File: config.mk
export PLATFORM = sky130hd
export DESIGN_NAME = signed_restoring_divider
export DESIGN_NICKNAME = d
export VERILOG_FILES = /design/src/design/srd_pkg.sv /design/src/design/srd_stage.sv /design/src/design/signed_restoring_divider.sv
export SDC_FILE = /design/constraint.sdc
export NUM_CORES = 2
export LEC_CHECK = 0
export ABC_AREA = 1
export BUFFER_PORTS_ARGS = -buffer_cell sky130_fd_sc_hd__buf_4
export CELL_PAD_IN_SITES_DETAIL_PLACEMENT = 0
export CELL_PAD_IN_SITES_GLOBAL_PLACEMENT = 1
export CORE_ASPECT_RATIO = 0.5
export CORE_MARGIN = 2
export CORE_UTILIZATION = 55
export CTS_BUF_LIST = sky130_fd_sc_hd__clkbuf_8
export DETAILED_ROUTE_END_ITERATION = 16
export GPL_TIMING_DRIVEN = 1
export HOLD_SLACK_MARGIN = 0.02
export PLACE_DENSITY_LB_ADDON = 0.1
export SETUP_SLACK_MARGIN = 0.02
export SLEW_MARGIN = 20
export SYNTH_ARGS = -nofsm -noshare
export SYNTH_HDL_FRONTEND = slang
export SYNTH_SLANG_ARGS = --single-unit
export TNS_END_PERCENT = 5
File: constraint.sdc
create_clock -name clk -period 12.8 [get_ports clk]
set_clock_uncertainty 0.1 [all_clocks]
set_input_delay 1.28 -clock clk [delete_from_list [all_inputs] [get_ports clk]]
set_output_delay 1.28 -clock clk [all_outputs]
set_load 0.02 [all_outputs]
File: src/design/srd_pkg.sv
// ----------------------------------------------------------------------------
// srd_pkg: shared types and constants for the signed restoring divider
// Holds the default operand width and the flags that travel down the pipe.
// ----------------------------------------------------------------------------
package srd_pkg;

	// default operand width
	localparam int WIDTH_DEF = 32;

	// per-word side information carried through the iteration stages
	typedef struct packed {
		logic neg;   // operand signs differ: negate the magnitude quotient
		logic sat;   // zero divisor or most-negative over minus one
	} srd_flags_t;

endpackage

File: src/design/srd_stage.sv
// ----------------------------------------------------------------------------
// srd_stage: one registered restoring-division step
// Resolves quotient bit BIT: compare the shifted remainder against the
// divisor, subtract when it fits, shift the bit into the quotient.
// ----------------------------------------------------------------------------
module srd_stage #(
	parameter int WIDTH = srd_pkg::WIDTH_DEF,
	parameter int BIT   = 0
) (
	input  logic                clk,
	input  logic                arst_n,
	input  logic                in_valid,
	output logic                in_ready,
	input  logic [WIDTH-1:0]    in_rem,
	input  logic [WIDTH-1:0]    in_den,
	input  logic [WIDTH-1:0]    in_quo,
	input  srd_pkg::srd_flags_t in_flags,
	output logic                out_valid,
	input  logic                out_ready,
	output logic [WIDTH-1:0]    out_rem,
	output logic [WIDTH-1:0]    out_den,
	output logic [WIDTH-1:0]    out_quo,
	output srd_pkg::srd_flags_t out_flags
);

	logic             fits;
	logic [WIDTH-1:0] rem_next;

	logic                valid_s1;
	logic [WIDTH-1:0]    rem_s1;
	logic [WIDTH-1:0]    den_s1;
	logic [WIDTH-1:0]    quo_s1;
	srd_pkg::srd_flags_t flags_s1;

	// when the divisor fits, (den << BIT) <= rem, so the truncated shift is exact
	assign fits     = (in_rem >> BIT) >= in_den;
	assign rem_next = fits ? (in_rem - (in_den << BIT)) : in_rem;

	// hold while this stage is full and the next stage is full and stalled
	assign in_ready = !valid_s1 || out_ready;

	always_ff @(posedge clk or negedge arst_n) begin
		if (!arst_n) begin
			valid_s1 <= 1'b0;
		end else if (in_ready) begin
			valid_s1 <= in_valid;
		end
	end

	always_ff @(posedge clk) begin
		if (in_valid && in_ready) begin
			rem_s1   <= rem_next;
			den_s1   <= in_den;
			quo_s1   <= {in_quo[WIDTH-2:0], fits};
			flags_s1 <= in_flags;
		end
	end

	assign out_valid = valid_s1;
	assign out_rem   = rem_s1;
	assign out_den   = den_s1;
	assign out_quo   = quo_s1;
	assign out_flags = flags_s1;

endmodule

File: src/design/signed_restoring_divider.sv
// Throughput: one word per cycle while out_ready does not stall the output;
//   each of the WIDTH restoring steps owns a register stage, with an
//   operand-prep stage in front and a sign-fix stage behind, so the figure
//   is set by one WIDTH-bit compare and subtract.
// Reset: arst_n clears every stage valid bit at once; data registers keep
//   whatever they hold and are ignored until written.
// ----------------------------------------------------------------------------
// signed_restoring_divider: pipelined signed integer divider
// Quotient truncates toward zero. A zero divisor, and the most negative value
// over minus one, both give the largest positive value.
// ----------------------------------------------------------------------------
module signed_restoring_divider #(
	parameter int WIDTH = srd_pkg::WIDTH_DEF
) (
	input  logic                    clk,
	input  logic                    arst_n,
	input  logic                    in_valid,
	output logic                    in_ready,
	input  logic signed [WIDTH-1:0] numerator,
	input  logic signed [WIDTH-1:0] denominator,
	output logic                    out_valid,
	input  logic                    out_ready,
	output logic signed [WIDTH-1:0] quotient
);

	localparam logic [WIDTH-1:0] MAX_POS = {1'b0, {(WIDTH-1){1'b1}}};
	localparam logic [WIDTH-1:0] MIN_NEG = {1'b1, {(WIDTH-1){1'b0}}};
	localparam logic [WIDTH-1:0] ALL_ONE = {WIDTH{1'b1}};

	// ------------------------------------------------------------------
	// Operand prep: take magnitudes, flag the saturating cases.
	// ------------------------------------------------------------------
	logic                n_neg;
	logic                d_neg;
	logic [WIDTH-1:0]    n_mag;
	logic [WIDTH-1:0]    d_mag;
	srd_pkg::srd_flags_t prep_flags;

	assign n_neg = numerator[WIDTH-1];
	assign d_neg = denominator[WIDTH-1];
	// the most negative value maps onto 2^(WIDTH-1), which still fits unsigned
	assign n_mag = n_neg ? (~numerator + 1'b1) : numerator;
	assign d_mag = d_neg ? (~denominator + 1'b1) : denominator;

	always_comb begin
		prep_flags.neg = n_neg ^ d_neg;
		prep_flags.sat = (denominator == '0) ||
		                 ((numerator == MIN_NEG) && (denominator == ALL_ONE));
	end

	// Chain links: index 0 feeds the first step, index WIDTH leaves the last.
	logic                chain_valid [0:WIDTH];
	logic                chain_ready [0:WIDTH];
	logic [WIDTH-1:0]    chain_rem   [0:WIDTH];
	logic [WIDTH-1:0]    chain_den   [0:WIDTH];
	logic [WIDTH-1:0]    chain_quo   [0:WIDTH];
	srd_pkg::srd_flags_t chain_flags [0:WIDTH];

	logic                valid_s0;
	logic [WIDTH-1:0]    rem_s0;
	logic [WIDTH-1:0]    den_s0;
	srd_pkg::srd_flags_t flags_s0;

	// take a new word whenever the prep register is empty or draining
	assign in_ready = !valid_s0 || chain_ready[0];

	always_ff @(posedge clk or negedge arst_n) begin
		if (!arst_n) begin
			valid_s0 <= 1'b0;
		end else if (in_ready) begin
			valid_s0 <= in_valid;
		end
	end

	always_ff @(posedge clk) begin
		if (in_valid && in_ready) begin
			rem_s0   <= n_mag;
			den_s0   <= d_mag;
			flags_s0 <= prep_flags;
		end
	end

	assign chain_valid[0] = valid_s0;
	assign chain_rem[0]   = rem_s0;
	assign chain_den[0]   = den_s0;
	assign chain_quo[0]   = '0;
	assign chain_flags[0] = flags_s0;

	// ------------------------------------------------------------------
	// Restoring steps: stage k resolves quotient bit WIDTH-1-k, top bit
	// first. Each stage stalls only when it is full and its successor is full and stalled.
	// ------------------------------------------------------------------
	for (genvar k = 0; k < WIDTH; k++) begin : g_step
		srd_stage #(
			.WIDTH (WIDTH),
			.BIT   (WIDTH - 1 - k)
		) u_stage (
			.clk       (clk),
			.arst_n    (arst_n),
			.in_valid  (chain_valid[k]),
			.in_ready  (chain_ready[k]),
			.in_rem    (chain_rem[k]),
			.in_den    (chain_den[k]),
			.in_quo    (chain_quo[k]),
			.in_flags  (chain_flags[k]),
			.out_valid (chain_valid[k+1]),
			.out_ready (chain_ready[k+1]),
			.out_rem   (chain_rem[k+1]),
			.out_den   (chain_den[k+1]),
			.out_quo   (chain_quo[k+1]),
			.out_flags (chain_flags[k+1])
		);
	end

	// ------------------------------------------------------------------
	// Sign fix and output register. The final remainder and divisor are
	// dropped here; only the quotient and flags matter.
	// ------------------------------------------------------------------
	logic             valid_q;
	logic [WIDTH-1:0] quotient_q;
	logic [WIDTH-1:0] quo_fixed;
	logic             unused_tail;

	// negating 2^(WIDTH-1) wraps to the most negative value, which is exact
	always_comb begin
		if (chain_flags[WIDTH].sat) begin
			quo_fixed = MAX_POS;
		end else if (chain_flags[WIDTH].neg) begin
			quo_fixed = ~chain_quo[WIDTH] + 1'b1;
		end else begin
			quo_fixed = chain_quo[WIDTH];
		end
	end

	assign unused_tail = ^{chain_rem[WIDTH], chain_den[WIDTH]};

	// advance while the output slot is empty or its word is being taken
	assign chain_ready[WIDTH] = !valid_q || out_ready;

	always_ff @(posedge clk or negedge arst_n) begin
		if (!arst_n) begin
			valid_q <= 1'b0;
		end else if (chain_ready[WIDTH]) begin
			valid_q <= chain_valid[WIDTH];
		end
	end

	always_ff @(posedge clk) begin
		if (chain_valid[WIDTH] && chain_ready[WIDTH]) begin
			quotient_q <= quo_fixed ^ {WIDTH{unused_tail & 1'b0}};
		end
	end

	assign out_valid = valid_q;
	assign quotient  = quotient_q;

endmodule
==> out/metrics.cfg <==
[status]
status = finished, final reports clean

[sta]
final_max_slew_viol_count = 0
fmax_mhz = 186
setup_viol = 0
setup_tns_ps = 0
rsz0062_at_grt = false
min_period_ps = 5390
relSlewSlack = 0.303
fin_hold_ws_ps = 195
fin_crit_sh = 0.421
finalWorstSetupSlack_ps = 7410
hold_viol = 0
timing_worst_slew_pin_value_ps = 1050

[floorplanning]
dieArea_um2 = 212000
die_x_um = 649
rows = 118
die_height_um = 327
ioPinCount = 102
start_util = 0.553
core_um2 = 207000

[setup_path]
ff2ff_setup_slack_ps = 8500
worstPathRequired_ps = 11420
critPathMaxFanout = 4
cp-start-kind = input port
path_class = input port to output pin
endpoint_kind = output pin
arrival_ps = 4010

[clock_network]
insertion_delay_ps = 970
ctsResizeCount = 0
cts_buffer_depth = 4
cts.sinks = 2708
clk_pin_slew_worst_paths_ps = 60
cts_tree = done
clock-root-buffer = clkbuf_8
numCtsBuffers = 375
cts_setup_buffers = 0
postCtsHoldBufs = 0
htreeDepth = 5

[placed_design]
place.port_buffers = 101
hpwl_um = 134000
gp_congestion = 0.856
dpl.cell_count = 11300
post-place-ws_ps = 7330

[route]
drc = 0
drt-pass1-iter-count = 11
viasPerCell = 5.06
routed_wl_um = 182000
drtIter0Drc = 2846
avgRoutedWirePerCell_um = 15.2
num_vias = 60600
drtAntennaViolNets = 0

[synth]
synth_seq_cells = 2708
ys.flop_type = edfxtp_1
yosys-top-cells-area = edfxtp_1 (70%), ha_1 (5.8%), nand2_1 (3.8%)
yosysWarnings = 0
synth_cell_types = 80
synth_common_cells = edfxtp_1 (2,674), nand2_1 (1,170), inv_1 (1,075)
synth_top_area_share = 0.702
syn_area_per_cell_um2 = 13.5
syn_area_um2 = 114000
yosysSeqAreaShare = 0.709
async_flop_share = 0.0126
yosysMostFrequentCell = edfxtp_1
syn-num-nets = 9125
synth_top_area_cell = edfxtp_1
synth_edf_count = 2674
netlist_instances = 8495

[global_routing]
grt_pass1_wl_um = 299000
grt_max_degree = 87
antenna_found_initial = 2
met2_usage = 0.324
top_usage_layer = met2
grt_use_met3 = 0.0282
grt_usage = 0.174
grt.met1_usage = 0.196
overflow = 0
first_global_vias = 61700

[final_layout]
nets = 9556
post-route-util = 0.607
drive_above_1_share = 0.0804
syn_to_final_growth_pct = 9.72
finalNonFillerCells = 12000

[pwr]
ir_worst_vdd_mv = 0.110
p_per_area_nw_per_um2 = 178
p_leak_uw = 0.0497

[run]
drv_cap = 0

[min_path]
hold_class = input port to async pin

-- cell families (layout without fill, tap and decap cells) --
logic type,after synthesis,after routing,share of synthesized area
fa+ha+maj,562,562,0.0634
simple gates,2114,2114,0.0812
flops,2708,2708,0.709
buf+inv,1185,1901,0.0396
mux,7,7,0.000634
other cells,0,1,0
xor+xnor,470,470,0.0360
compound gates,1449,1449,0.0701
-- per-stage QoR --
stage	cell area [um^2]	total power, uW
3_5_place_dp	119000	16500
3_3_place_gp	119000	16400
4_1_cts	125000	22600
2_1_floorplan	114000	15400
6_report	126000	22300
5_1_grt	126000	23600
-- sequential cells by signal, indices dropped and copies added, names as in the netlist, 2 cells and up --
name	count
g_step.u_stage.out_den	992
g_step.u_stage.out_rem	992
g_step.u_stage.out_quo	528
g_step.u_stage.out_flags	64
den_s0	32
g_step.u_stage.out_valid	32
quotient	32
rem_s0	32
chain_flags	2
-- worst max-delay path, stage by stage --
cell	delay [ps]
buf_4	110
inv_2	80
nand3_2	110
nor2_4	140
nand4_4	120
nor2_4	140
nand4_4	110
nor2_4	140
nand4_4	130
nor2_4	140
nand4_4	120
nor2_4	160
nand4_4	130
nor2_4	160
nand4_4	120
nor2_4	210
nand4_4	130
nor2_4	130
nand4_2	120
buf_4	190
-- layout by cell type (no fill, tap or decap), types with 13 or more instances in the layout --
cell type	instances
fa_1	30
or2_2	17
o211ai_1	16
o21ai_1	60
o31ai_1	14
a21o_1	28
ha_1	532
edfxtp_1	2674
nor3_1	89
clkbuf_8	379
clkinv_2	56
o21bai_1	53
nand2_1	1170
inv_1	1155
nor2_4	16
a221oi_1	13
o21a_1	14
buf_4	152
nor2_1	377
a21oi_2	16
xor2_1	263
a21oi_1	520
xnor2_1	207
a211oi_1	19
nand3_1	143
nand4_1	84
a31oi_1	33
nor4_1	142
clkinv_1	110
o21ai_0	594
dfrtp_1	34
nand3b_1	19
inv_2	15
-- worst paths after layout --
| kind | to | startpoint | cells after the start |
|---|---|---|---|
| max | in_ready | out_ready | 20 |
| min | g_step[9].u_stage.out_valid | arst_n | 1 |
| max reg2reg | g_step[22].u_stage.out_rem[11] | g_step[21].u_stage.out_rem[9] | 14 |
| min reg2reg | g_step[8].u_stage.out_quo[7] | g_step[7].u_stage.out_quo[6] | 0 |
| max in group asynchronous | g_step[23].u_stage.out_valid | arst_n | 1 |
| min in group clk | g_step[8].u_stage.out_quo[7] | g_step[7].u_stage.out_quo[6] | 0 |
-- routing by layer --
metal	wire, um	vias to the layer above	part of all wire
li1	-	31300	-
met4	7920	0	0.043
met1	73000	28100	0.40
met5	0	-	0
met3	5820	425	0.032
met2	95500	794	0.52
-- where the power goes --
| part | switching [uW] | internal, uW |
|---|---|---|
| sequential | 690 | 11900 |
| combinational | 2320 | 1340 |
| clock | 3110 | 2970 |
| total | 6120 | 16200 |
-- area by class of cell --
class,instances,area (um^2)
antenna,1,2.50
clock buffer,379,5220
clock inverter,283,1530
fill,16100,81300
inverter,1085,4080
multi-input combinational,4602,28900
sequential,2708,81100
tap,2760,3450
timing repair buffer,154,1200
Power figures use the tool's default switching activity.
